==> src/hw/rtl/lfuc_pkg.sv <==
`timescale 1ns / 1ps

package lfuc_pkg;

    // Default geometry
    localparam int CAPACITY_DEF   = 16;
    localparam int COUNT_BITS_DEF = 16;

    // Field widths
    localparam int KEY_W  = 32;
    localparam int DATA_W = 32;
    localparam int CFG_W  = 5;

    // Capacity register after reset
    localparam logic [CFG_W-1:0] CFG_RESET = 5'd16;

    // Action codes carried in the input tuser
    localparam logic ACT_GET = 1'b0;
    localparam logic ACT_PUT = 1'b1;

    // Sequencer states
    typedef enum logic [2:0] {
        ST_IDLE,
        ST_SCAN,
        ST_PLAN,
        ST_SWEEP,
        ST_COMMIT,
        ST_DONE
    } t_state;

    // Table update kind chosen after the scan
    typedef enum logic [1:0] {
        OP_NONE,
        OP_BUMP,
        OP_INSERT
    } t_op;

endpackage

==> src/hw/rtl/lfu_cache_lookup_evict_core.sv <==
`timescale 1ns / 1ps

// Channel   Dir  Handshake                  Payload
// s_axis    in   i_s_tvalid / o_s_tready    tuser: action; tdata: key, value
// m_axis    out  o_m_tvalid / i_m_tready    tuser: hit, evicted; tdata: read_value, evicted_key
// cfg       in   i_cfg_valid / o_cfg_ready  i_cfg_data: capacity_in_use
//
// Words are taken one at a time. A scan pass reads one table slot per cycle to find
// the key, the victim and the first free slot, then a second pass rewrites the recency
// ranks one slot per cycle through the rank table. Gets that miss and puts with
// capacity zero skip the second pass.
// Reset is synchronous, active low; it clears all valid bits and the fill count.
// A result waits in the output register while the next word is accepted; the block
// stalls only when a new result is ready and the previous one is still not taken.
module lfu_cache_lookup_evict_core #(
    parameter int CAPACITY   = lfuc_pkg::CAPACITY_DEF,
    parameter int COUNT_BITS = lfuc_pkg::COUNT_BITS_DEF
) (
    input  logic                      i_clk,
    input  logic                      i_rst_n,
    // input words
    input  logic                      i_s_tvalid,
    output logic                      o_s_tready,
    input  logic [63:0]               i_s_tdata,   // [31:0] key, [63:32] value
    input  logic [0:0]                i_s_tuser,   // [0] action
    // result words
    output logic                      o_m_tvalid,
    input  logic                      i_m_tready,
    output logic [63:0]               o_m_tdata,   // [31:0] read_value, [63:32] evicted_key
    output logic [1:0]                o_m_tuser,   // [0] hit, [1] evicted
    // capacity register
    input  logic                      i_cfg_valid,
    output logic                      o_cfg_ready,
    input  logic [lfuc_pkg::CFG_W-1:0] i_cfg_data
);

    localparam int AW   = (CAPACITY > 1) ? $clog2(CAPACITY) : 1;
    localparam int CNTW = $clog2(CAPACITY + 1);
    localparam int CMPW = (CNTW > lfuc_pkg::CFG_W) ? CNTW : lfuc_pkg::CFG_W;
    localparam int KW   = lfuc_pkg::KEY_W;
    localparam int DW   = lfuc_pkg::DATA_W;

    // control state
    lfuc_pkg::t_state        r_state, n_state;
    logic [CNTW-1:0]         r_addr;
    logic                    r_rd_vld;
    logic [AW-1:0]           r_rd_idx;
    logic [lfuc_pkg::CFG_W-1:0] r_cap_cfg;
    logic [CAPACITY-1:0]     r_valid;
    logic [CAPACITY-1:0]     n_valid;
    logic [CNTW-1:0]         r_used;
    logic                    r_out_valid;

    // current word
    logic                    r_act;
    logic [KW-1:0]           r_key;
    logic [DW-1:0]           r_val;

    // scan results
    logic                    r_found;
    logic [AW-1:0]           r_s_idx;
    logic [AW-1:0]           r_s_rank;
    logic [COUNT_BITS-1:0]   r_s_cnt;
    logic [DW-1:0]           r_s_data;
    logic                    r_free_found;
    logic [AW-1:0]           r_free_idx;
    logic                    r_vic_found;
    logic [AW-1:0]           r_vic_idx;
    logic [COUNT_BITS-1:0]   r_vic_cnt;
    logic [AW-1:0]           r_vic_rank;
    logic [KW-1:0]           r_vic_key;

    // plan
    lfuc_pkg::t_op           r_op;
    logic                    r_evict;
    logic [AW-1:0]           r_slot;

    // result register
    logic                    r_res_hit;
    logic [DW-1:0]           r_res_rd;
    logic                    r_res_ev;
    logic [KW-1:0]           r_res_evk;

    // table read data
    logic [KW-1:0]           key_q;
    logic [DW-1:0]           data_q;
    logic [COUNT_BITS-1:0]   cnt_q;
    logic [AW-1:0]           rank_q;

    logic                    accept;
    logic                    issue;
    logic                    last_rd;
    logic                    load_out;
    logic                    slot_valid;
    logic                    take_vic;

    logic [CMPW-1:0]         cap_eff;
    logic [CMPW-1:0]         used_ext;
    lfuc_pkg::t_op           plan_op;
    logic                    plan_evict;
    logic [AW-1:0]           plan_slot;

    logic                    rank_we;
    logic [AW-1:0]           rank_new;
    logic                    cnt_we;
    logic [COUNT_BITS-1:0]   cnt_new;
    logic                    data_we;
    logic                    key_we;

    assign o_s_tready  = (r_state == lfuc_pkg::ST_IDLE);
    assign o_cfg_ready = 1'b1;
    assign accept      = i_s_tvalid && o_s_tready;

    // Sequencer: next state and pass control
    always_comb begin
        n_state  = r_state;
        issue    = ((r_state == lfuc_pkg::ST_SCAN) || (r_state == lfuc_pkg::ST_SWEEP)) &&
                   (r_addr < CNTW'(CAPACITY));
        last_rd  = r_rd_vld && (r_rd_idx == AW'(CAPACITY - 1));
        load_out = 1'b0;
        case (r_state)
            lfuc_pkg::ST_IDLE: begin
                if (i_s_tvalid) n_state = lfuc_pkg::ST_SCAN;
            end
            lfuc_pkg::ST_SCAN: begin
                if (last_rd) n_state = lfuc_pkg::ST_PLAN;
            end
            lfuc_pkg::ST_PLAN: begin
                n_state = (plan_op == lfuc_pkg::OP_NONE) ? lfuc_pkg::ST_DONE
                                                         : lfuc_pkg::ST_SWEEP;
            end
            lfuc_pkg::ST_SWEEP: begin
                if (last_rd) n_state = lfuc_pkg::ST_COMMIT;
            end
            lfuc_pkg::ST_COMMIT: begin
                n_state = lfuc_pkg::ST_DONE;
            end
            lfuc_pkg::ST_DONE: begin
                if (!r_out_valid || i_m_tready) begin
                    load_out = 1'b1;
                    n_state  = lfuc_pkg::ST_IDLE;
                end
            end
            default: begin
                n_state = lfuc_pkg::ST_IDLE;
            end
        endcase
    end

    // Compare unit of the scan pass
    always_comb begin
        slot_valid = r_valid[r_rd_idx];
        take_vic   = slot_valid &&
                     (!r_vic_found || (cnt_q < r_vic_cnt) ||
                      ((cnt_q == r_vic_cnt) && (rank_q > r_vic_rank)));
    end

    // Decide the table update from the scan results
    always_comb begin
        cap_eff    = (CMPW'(r_cap_cfg) > CMPW'(CAPACITY)) ? CMPW'(CAPACITY)
                                                         : CMPW'(r_cap_cfg);
        used_ext   = CMPW'(r_used);
        plan_op    = lfuc_pkg::OP_NONE;
        plan_evict = 1'b0;
        plan_slot  = r_s_idx;
        if (r_act == lfuc_pkg::ACT_GET) begin
            if (r_found) plan_op = lfuc_pkg::OP_BUMP;
        end else if (cap_eff != '0) begin
            if (r_found) begin
                plan_op = lfuc_pkg::OP_BUMP;
            end else begin
                plan_evict = (used_ext >= cap_eff) && r_vic_found;
                if (plan_evict) begin
                    plan_op   = lfuc_pkg::OP_INSERT;
                    plan_slot = (r_free_found && (r_free_idx < r_vic_idx)) ? r_free_idx
                                                                           : r_vic_idx;
                end else if (r_free_found) begin
                    plan_op   = lfuc_pkg::OP_INSERT;
                    plan_slot = r_free_idx;
                end
            end
        end
    end

    // Rank rewrite of the sweep pass
    always_comb begin
        rank_we  = 1'b0;
        rank_new = rank_q;
        if ((r_state == lfuc_pkg::ST_SWEEP) && r_rd_vld) begin
            if (r_rd_idx == r_slot) begin
                rank_we  = 1'b1;
                rank_new = '0;
            end else if (r_op == lfuc_pkg::OP_BUMP) begin
                if (slot_valid && (rank_q < r_s_rank)) begin
                    rank_we  = 1'b1;
                    rank_new = rank_q + AW'(1);
                end
            end else if (slot_valid && !(r_evict && (r_rd_idx == r_vic_idx))) begin
                // close the victim's gap, then age for the new entry
                rank_we  = 1'b1;
                rank_new = (r_evict && (rank_q > r_vic_rank)) ? rank_q : rank_q + AW'(1);
            end
        end
    end

    // Final slot writes
    always_comb begin
        cnt_we  = (r_state == lfuc_pkg::ST_COMMIT) && (r_op != lfuc_pkg::OP_NONE);
        data_we = cnt_we && (r_act == lfuc_pkg::ACT_PUT);
        key_we  = cnt_we && (r_op == lfuc_pkg::OP_INSERT);
        if (r_op == lfuc_pkg::OP_BUMP) begin
            cnt_new = (r_s_cnt == '1) ? r_s_cnt : r_s_cnt + COUNT_BITS'(1);
        end else begin
            cnt_new = COUNT_BITS'(1);
        end
    end

    // Valid bits: free the victim, then claim the new slot
    always_comb begin
        n_valid = r_valid;
        if ((r_state == lfuc_pkg::ST_COMMIT) && (r_op == lfuc_pkg::OP_INSERT)) begin
            if (r_evict) begin
                n_valid[r_vic_idx] = 1'b0;
            end
            n_valid[r_slot] = 1'b1;
        end
    end

    // Control registers
    always_ff @(posedge i_clk) begin
        if (!i_rst_n) begin
            r_state     <= lfuc_pkg::ST_IDLE;
            r_addr      <= '0;
            r_rd_vld    <= 1'b0;
            r_cap_cfg   <= lfuc_pkg::CFG_RESET;
            r_valid     <= '0;
            r_used      <= '0;
            r_out_valid <= 1'b0;
        end else begin
            r_state  <= n_state;
            r_rd_vld <= issue;
            if (accept || (r_state == lfuc_pkg::ST_PLAN)) begin
                r_addr <= '0;
            end else if (issue) begin
                r_addr <= r_addr + CNTW'(1);
            end
            if (i_cfg_valid) begin
                r_cap_cfg <= i_cfg_data;
            end
            r_valid <= n_valid;
            // an eviction keeps the fill count, a plain insert grows it
            if ((r_state == lfuc_pkg::ST_COMMIT) && (r_op == lfuc_pkg::OP_INSERT) &&
                !r_evict) begin
                r_used <= r_used + CNTW'(1);
            end
            if (load_out) begin
                r_out_valid <= 1'b1;
            end else if (i_m_tready) begin
                r_out_valid <= 1'b0;
            end
        end
    end

    // Datapath registers
    always_ff @(posedge i_clk) begin
        r_rd_idx <= r_addr[AW-1:0];
        if (accept) begin
            r_act        <= i_s_tuser[0];
            r_key        <= i_s_tdata[31:0];
            r_val        <= i_s_tdata[63:32];
            r_found      <= 1'b0;
            r_free_found <= 1'b0;
            r_vic_found  <= 1'b0;
        end
        // scan: track match, first free slot and victim
        if ((r_state == lfuc_pkg::ST_SCAN) && r_rd_vld) begin
            if (slot_valid && (key_q == r_key) && !r_found) begin
                r_found  <= 1'b1;
                r_s_idx  <= r_rd_idx;
                r_s_rank <= rank_q;
                r_s_cnt  <= cnt_q;
                r_s_data <= data_q;
            end
            if (!slot_valid && !r_free_found) begin
                r_free_found <= 1'b1;
                r_free_idx   <= r_rd_idx;
            end
            if (take_vic) begin
                r_vic_found <= 1'b1;
                r_vic_idx   <= r_rd_idx;
                r_vic_cnt   <= cnt_q;
                r_vic_rank  <= rank_q;
                r_vic_key   <= key_q;
            end
        end
        // plan: latch the update
        if (r_state == lfuc_pkg::ST_PLAN) begin
            r_op    <= plan_op;
            r_evict <= plan_evict;
            r_slot  <= plan_slot;
        end
        // load the result only once the output register is free
        if (load_out) begin
            r_res_hit <= r_found;
            r_res_rd  <= ((r_act == lfuc_pkg::ACT_GET) && r_found) ? r_s_data : '1;
            r_res_ev  <= r_evict;
            r_res_evk <= r_evict ? r_vic_key : '0;
        end
    end

    assign o_m_tvalid = r_out_valid;
    assign o_m_tdata  = {r_res_evk, r_res_rd};
    assign o_m_tuser  = {r_res_ev, r_res_hit};

    // Slot tables
    lfuc_ram #(.WIDTH(KW), .DEPTH(CAPACITY)) u_key_ram (
        .i_clk   (i_clk),
        .i_we    (key_we),
        .i_waddr (r_slot),
        .i_wdata (r_key),
        .i_raddr (r_addr[AW-1:0]),
        .o_rdata (key_q)
    );

    lfuc_ram #(.WIDTH(DW), .DEPTH(CAPACITY)) u_data_ram (
        .i_clk   (i_clk),
        .i_we    (data_we),
        .i_waddr (r_slot),
        .i_wdata (r_val),
        .i_raddr (r_addr[AW-1:0]),
        .o_rdata (data_q)
    );

    lfuc_ram #(.WIDTH(COUNT_BITS), .DEPTH(CAPACITY)) u_cnt_ram (
        .i_clk   (i_clk),
        .i_we    (cnt_we),
        .i_waddr (r_slot),
        .i_wdata (cnt_new),
        .i_raddr (r_addr[AW-1:0]),
        .o_rdata (cnt_q)
    );

    lfuc_ram #(.WIDTH(AW), .DEPTH(CAPACITY)) u_rank_ram (
        .i_clk   (i_clk),
        .i_we    (rank_we),
        .i_waddr (r_rd_idx),
        .i_wdata (rank_new),
        .i_raddr (r_addr[AW-1:0]),
        .o_rdata (rank_q)
    );

    // Fill count tracks the valid bits
    a_used_matches_valid: assert property (@(posedge i_clk) disable iff (!i_rst_n)
        $countones(r_valid) == int'(r_used))
        else $error("fill count differs from number of valid slots");

    // An accepted word starts a scan
    a_accept_scans: assert property (@(posedge i_clk) disable iff (!i_rst_n)
        accept |=> (r_state == lfuc_pkg::ST_SCAN))
        else $error("accepted word did not start a scan");

    // An insert lands on a free slot or on the slot it evicts
    a_insert_free_slot: assert property (@(posedge i_clk) disable iff (!i_rst_n)
        ((r_state == lfuc_pkg::ST_COMMIT) && (r_op == lfuc_pkg::OP_INSERT)) |->
        (!r_valid[r_slot] || (r_evict && (r_slot == r_vic_idx))))
        else $error("insert overwrites a live slot");

    // A new result only comes out of the done state
    a_result_from_done: assert property (@(posedge i_clk) disable iff (!i_rst_n)
        $rose(r_out_valid) |-> ($past(r_state) == lfuc_pkg::ST_DONE))
        else $error("result raised outside the done state");

endmodule

==> src/hw/rtl/lfuc_ram.sv <==
`timescale 1ns / 1ps

// Simple dual-port table: one write, one registered read per cycle
module lfuc_ram #(
    parameter int WIDTH = lfuc_pkg::DATA_W,
    parameter int DEPTH = lfuc_pkg::CAPACITY_DEF,
    localparam int AW   = (DEPTH > 1) ? $clog2(DEPTH) : 1
) (
    input  logic             i_clk,
    input  logic             i_we,
    input  logic [AW-1:0]    i_waddr,
    input  logic [WIDTH-1:0] i_wdata,
    input  logic [AW-1:0]    i_raddr,
    output logic [WIDTH-1:0] o_rdata
);

    logic [WIDTH-1:0] r_mem [DEPTH];
    logic [WIDTH-1:0] r_rdata;

    // Write port
    always_ff @(posedge i_clk) begin
        if (i_we) begin
            r_mem[i_waddr] <= i_wdata;
        end
    end

    // Registered read port
    always_ff @(posedge i_clk) begin
        r_rdata <= r_mem[i_raddr];
    end

    assign o_rdata = r_rdata;

endmodule
==> config.mk <==
export PLATFORM = sky130hd
export DESIGN_NAME = lfu_cache_lookup_evict_core
export DESIGN_NICKNAME = d
export VERILOG_FILES = /design/src/hw/rtl/lfuc_pkg.sv /design/src/hw/rtl/lfu_cache_lookup_evict_core.sv /design/src/hw/rtl/lfuc_ram.sv
export SDC_FILE = /design/constraint.sdc
export NUM_CORES = 2
export LEC_CHECK = 0
export ABC_AREA = 1
export BUFFER_PORTS_ARGS = -buffer_cell sky130_fd_sc_hd__buf_2
export CAP_MARGIN = 5
export CORE_UTILIZATION = 50
export DETAILED_ROUTE_END_ITERATION = 10
export GPL_ROUTABILITY_DRIVEN = 0
export PLACE_DENSITY_LB_ADDON = 0.15
export SLEW_MARGIN = 5
export SYNTH_ARGS = -nofsm -noshare
export SYNTH_HDL_FRONTEND = slang
export SYNTH_HIERARCHICAL = 1
export SYNTH_SLANG_ARGS = --single-unit
==> constraint.sdc <==
create_clock -name i_clk -period 10.35 [get_ports i_clk]
set_input_delay 1.035 -clock i_clk [delete_from_list [all_inputs] [get_ports i_clk]]
set_output_delay 1.035 -clock i_clk [all_outputs]
set_load 0.005 [all_outputs]
==> results.md <==
| Group | Result | Reported |
|:---|:---|:---|
| status | Status | complete, but fails checks |
| status | Violations in the final reports | design-rule violations |
| placed design | Placement-stage cell area | 0.07473 mm2 |
| clocking | Number of buffers inserted by post-CTS setup repair | 0 |
| routing | Avg WL per Cell | 20.80 um |
| logic synthesis | Post-synth top area share | 66.19% |
| logic synthesis | Distinct cell type count after synthesis | 46 |
| clocking | CTS tree | built |
| logic synthesis | Area of the mapped netlist | 0.07250 mm2 |
| timing | Number of hold violations in the final report | 0 |
| placed design | IO buf count | 142 |
| logic synthesis | Synth Instances | 6,764 |
| logic synthesis | Number of warnings reported in the yosys synthesis log | 6 |
| floorplan | Die footprint | 0.1465 mm2 |
| routing | Initial drt markers | 4,786 |
| logic synthesis | Mean instance size in the synthesized netlist | 10.72 um2 |
| timing | Finish-stage setup viols | 0 |
| timing | Slew Limit Fails | 0 |
| routing | Number of search-and-repair iterations in the first detailed-routing pass | 8 |
| logic synthesis | Dominant cell type by area after synthesis | sky130_fd_sc_hd__edfxtp_1 |
| grt | Wire length of the first global-routing pass | 278,200 um |
| floorplan | Core Area | 0.1437 mm2 |
| floorplan | Width of the die | 382.8 um |
| power and ir drop | Largest vdd supply drop | 0.0002098 V |
| grt | Maximum number of pins on one net before global-route repair | 212 |
| setup path | Worst path arrival time | 4.61 ns |
| layout | Fraction of final layout cells with drive strength greater than 1 | 8.286% |
| logic synthesis | Synthesized net count | 6,874 |
| timing | Slew @ Worst Pin | 1.299 ns |
| setup path | Worst Setup Start Kind | flop |
| layout | Core Util, Final | 56.18% |
| floorplan | Die boundary height | 382.8 um |
| setup path | CP Buf/Inv Count | 3 |
| floorplan | Number of I/O pins | 144 |
| job | Number of maximum-capacitance violations | 0 |
| routing | Remaining antenna violation count after routing | 0 |
| setup path | Element type at the critical path end | flop |
| logic synthesis | Main flop type after synthesis | sky130_fd_sc_hd__edfxtp_1 |
| clocking | Clock latency reported for the late side of the worst-skew pair | 0.84 ns |
| setup path | Slowest stage cell, crit path | sky130_fd_sc_hd__inv_6 |
| grt | Gr usage total | 25.46% |
| clocking | Clock Path Buffers | 3 |
| grt | Number of global-route vias before repair | 44.42k |
| setup path | Most prevalent standard cell on the critical path | sky130_fd_sc_hd__nand3_1 |
| power and ir drop | PwrDens | 208.9 mW/mm2 |
| power and ir drop | Static power due to leakage | 0.03356 uW |
| clocking | Number of buffers inserted by hold repair at cts | 0 |
| timing | Post-route minimum period | 3.913 ns |
| setup path | Critical path class | reg -> reg |
| logic synthesis | Sequential element share of the synthesized area | 69.69% |
| clocking | Register clock-pin slew on the reported worst setup and hold paths | 0.06 ns |
| grt | Overall overflow remaining after global route | 0 |
| power and ir drop | Total chip power | 16,860 uW |
| timing | Setup TNS after final layout | 0 ns |
| setup path | Peak fanout along the critical path | 191 |
| timing | Headroom to the max-slew limit | 13.38% |
| layout | Number of nets in the layout | 6,992 |
| setup path | Crit. Startpoint | r_addr[0] |
| clocking | Num Clock Sinks | 1,725 |
| clocking | Buffer type at the clock tree root | sky130_fd_sc_hd__clkbuf_16 |
| logic synthesis | Flop and latch count out of synthesis | 1,725 |
| setup path | Worst path top cell family by delay | buffers and inverters |
| layout | P&R area growth vs syn | 11.32% |
| clocking | H-tree Lvls | 4 |
| setup path | CP cell instances | buf_12, inv_6, buf_4, nand2_1, nand3_1, nand3_1, nand3_1, nand2_1 |
| placed design | Total half-perimeter wirelength after legalization and detailed placement | 94,360 um |
| timing | Highest achievable clock rate | 0.2555 GHz |
| setup path | Delay of the slowest critical-path stage | 1.01 ns |
| logic synthesis | Count of flip-flops with a built-in enable after synthesis | 1,598 |
| routing | Total routed wirelength | 185,900 um |
| timing | Final critical-path share of the clock period | 37.81% |
| hold path | Class of the worst hold path | in -> reg |
| routing | Routed vias/inst | 5.244 |
| logic synthesis | Leading cell types by total area after synthesis | sky130_fd_sc_hd__edfxtp_1 66%, sky130_fd_sc_hd__nand2_1 10%, sky130_fd_sc_hd__nand3_1 7.4% |
| clocking | Clock buffer count from CTS | 179 |
| logic synthesis | Share of flip-flops with an asynchronous set or reset | 0% |
| floorplan | Initial core utilization | 50.47% |
| grt | Antenna violations before repair | 2 |
| timing | Setup repair after global routing missed its margin | no |
| timing | Clock skew | 0.03342 ns |
| clocking | Cts repair resizes | 0 |
| floorplan | Row count | 139 |
| setup path | Required time at the endpoint of the critical path | 11.05 ns |
| routing | Count of vias placed by the detailed router | 46.88k |
| layout | Final design area excluding fillers | 0.08071 mm2 |
| hold path | Hold Path Origin | i_s_tdata[42] |
| setup path | R2r startpoint | r_addr[0] |
| routing | DRC | 28 |
[sequential cells by signal (all words and copies together), names as in the netlist, 16 cells and up]
name                count
r_res_rd               32
r_vic_key              32
r_valid                16
r_s_cnt                16
u_data_ram/o_rdata     32
r_s_data               32
u_rank_ram/r_mem       64
r_res_evk              32
u_key_ram/o_rdata      32
u_key_ram/r_mem       512
r_key                  32
u_data_ram/r_mem      512
r_val                  32
u_cnt_ram/r_mem       256
r_vic_cnt              16
u_cnt_ram/o_rdata      16
[cell type report]
cell class	instances	area, um2
Inverter	1248	4711
Multi-Input combinational cell	3503	15730
Clock inverter	75	918.4
Sequential cell	1725	50540
Clock buffer	260	5047
Fill cell	12130	62950
Antenna cell	1	2.502
Timing Repair Buffer	225	1371
Tap cell	1903	2381
[Yosys cell counts (all sizes together) (2+ instances only)]
cell type and count:
o21a 2, xor2 14, nand3 1077, o21ai 51
o31ai 5, nand4 16, nor3 18, inv 1248
nor2 147, clkbuf 48, xnor2 10, or2 9
a31oi 4, o211ai 3, o22ai 7, o21bai 4
nor4 10, buf 240, ha 35, o2111ai 3
nand3b 10, a211oi 2, dfxtp 127, edfxtp 1598
nand2 2008, a21oi 62
[through the flow]
step	worst slack, ns	std cells	hold WS (ns)
5_1_grt	6.118	8939	0.3408
2_1_floorplan	2.373	6764	0.3855
3_5_place_dp	6.422	8604	0.3902
3_3_place_gp	6.501	8604	0.3897
6_report	6.437	8940	0.3786
4_1_cts	6.419	8939	0.3211
[power by group]
group | internal, uW | total [uW] | switching (uW) | leakage, uW
Combinational | 564 | 1940 | 1380 | 0.0152
Sequential | 8060 | 8450 | 392 | 0.0155
Clock | 3710 | 6470 | 2760 | 0.00289
[logic make-up (layout without fill, tap and decap cells)]
logic type / after synthesis / after routing / synth area share [%]
AO/OA/AOI/OAI: 145 / 145 / 1.103
XOR/XNOR: 24 / 24 / 0.2899
other: 1 / 2 / 0.005172
flip-flops: 1725 / 1725 / 69.69
AND/OR/NAND/NOR: 3298 / 3298 / 19.23
adder cells (fa/ha/maj): 35 / 35 / 0.6040
buffers and inverters: 1536 / 1808 / 9.074
[path summary, 6_finish.rpt]
check,endpoint,cells past startpoint,slack (ns)
setup reg to reg,u_data_ram/o_rdata[21],8,6.44
hold reg to reg,r_s_data[26],0,0.40
hold / removal,r_val[10],1,0.38
setup / recovery,u_data_ram/o_rdata[21],8,6.44
[worst reg2reg max path, stage by stage, from the launching register on]
cell	delay, ns
sky130_fd_sc_hd__dfxtp_4	0.54
sky130_fd_sc_hd__buf_12	0.38
sky130_fd_sc_hd__inv_6	1.39
sky130_fd_sc_hd__buf_4	0.89
sky130_fd_sc_hd__nand2_1	0.16
sky130_fd_sc_hd__nand3_1	0.12
sky130_fd_sc_hd__nand3_1	0.08
sky130_fd_sc_hd__nand3_1	0.16
sky130_fd_sc_hd__nand2_1	0.08
[routing by layer]
layer  up-vias  wire [um]  GRT usage (%)
met4         4       4060          6.859
met3       275      13740          4.184
li1      22240          -              -
met5         -         26              0
met1     22720      80510          35.72
met2      1645      87590          41.21
[placed cells by master (no fill, tap or decap), drive strengths merged, types with 5 or more instances in the layout]
master	netlist	layout
nor4	10	10
nor3	18	18
edfxtp	1598	1598
nand3	1077	1077
buf	240	225
clkbuf	48	260
xnor2	10	10
clkinvlp	0	8
bufinv	0	11
inv	1248	1258
o22ai	7	7
a21oi	62	62
or2	9	9
clkinv	0	46
nor2	147	147
xor2	14	14
o31ai	5	5
nand3b	10	10
ha	35	35
nand4	16	16
nand2	2008	2008
dfxtp	127	127
o21ai	51	51
Note: power is estimated with default switching activity, not from simulation.
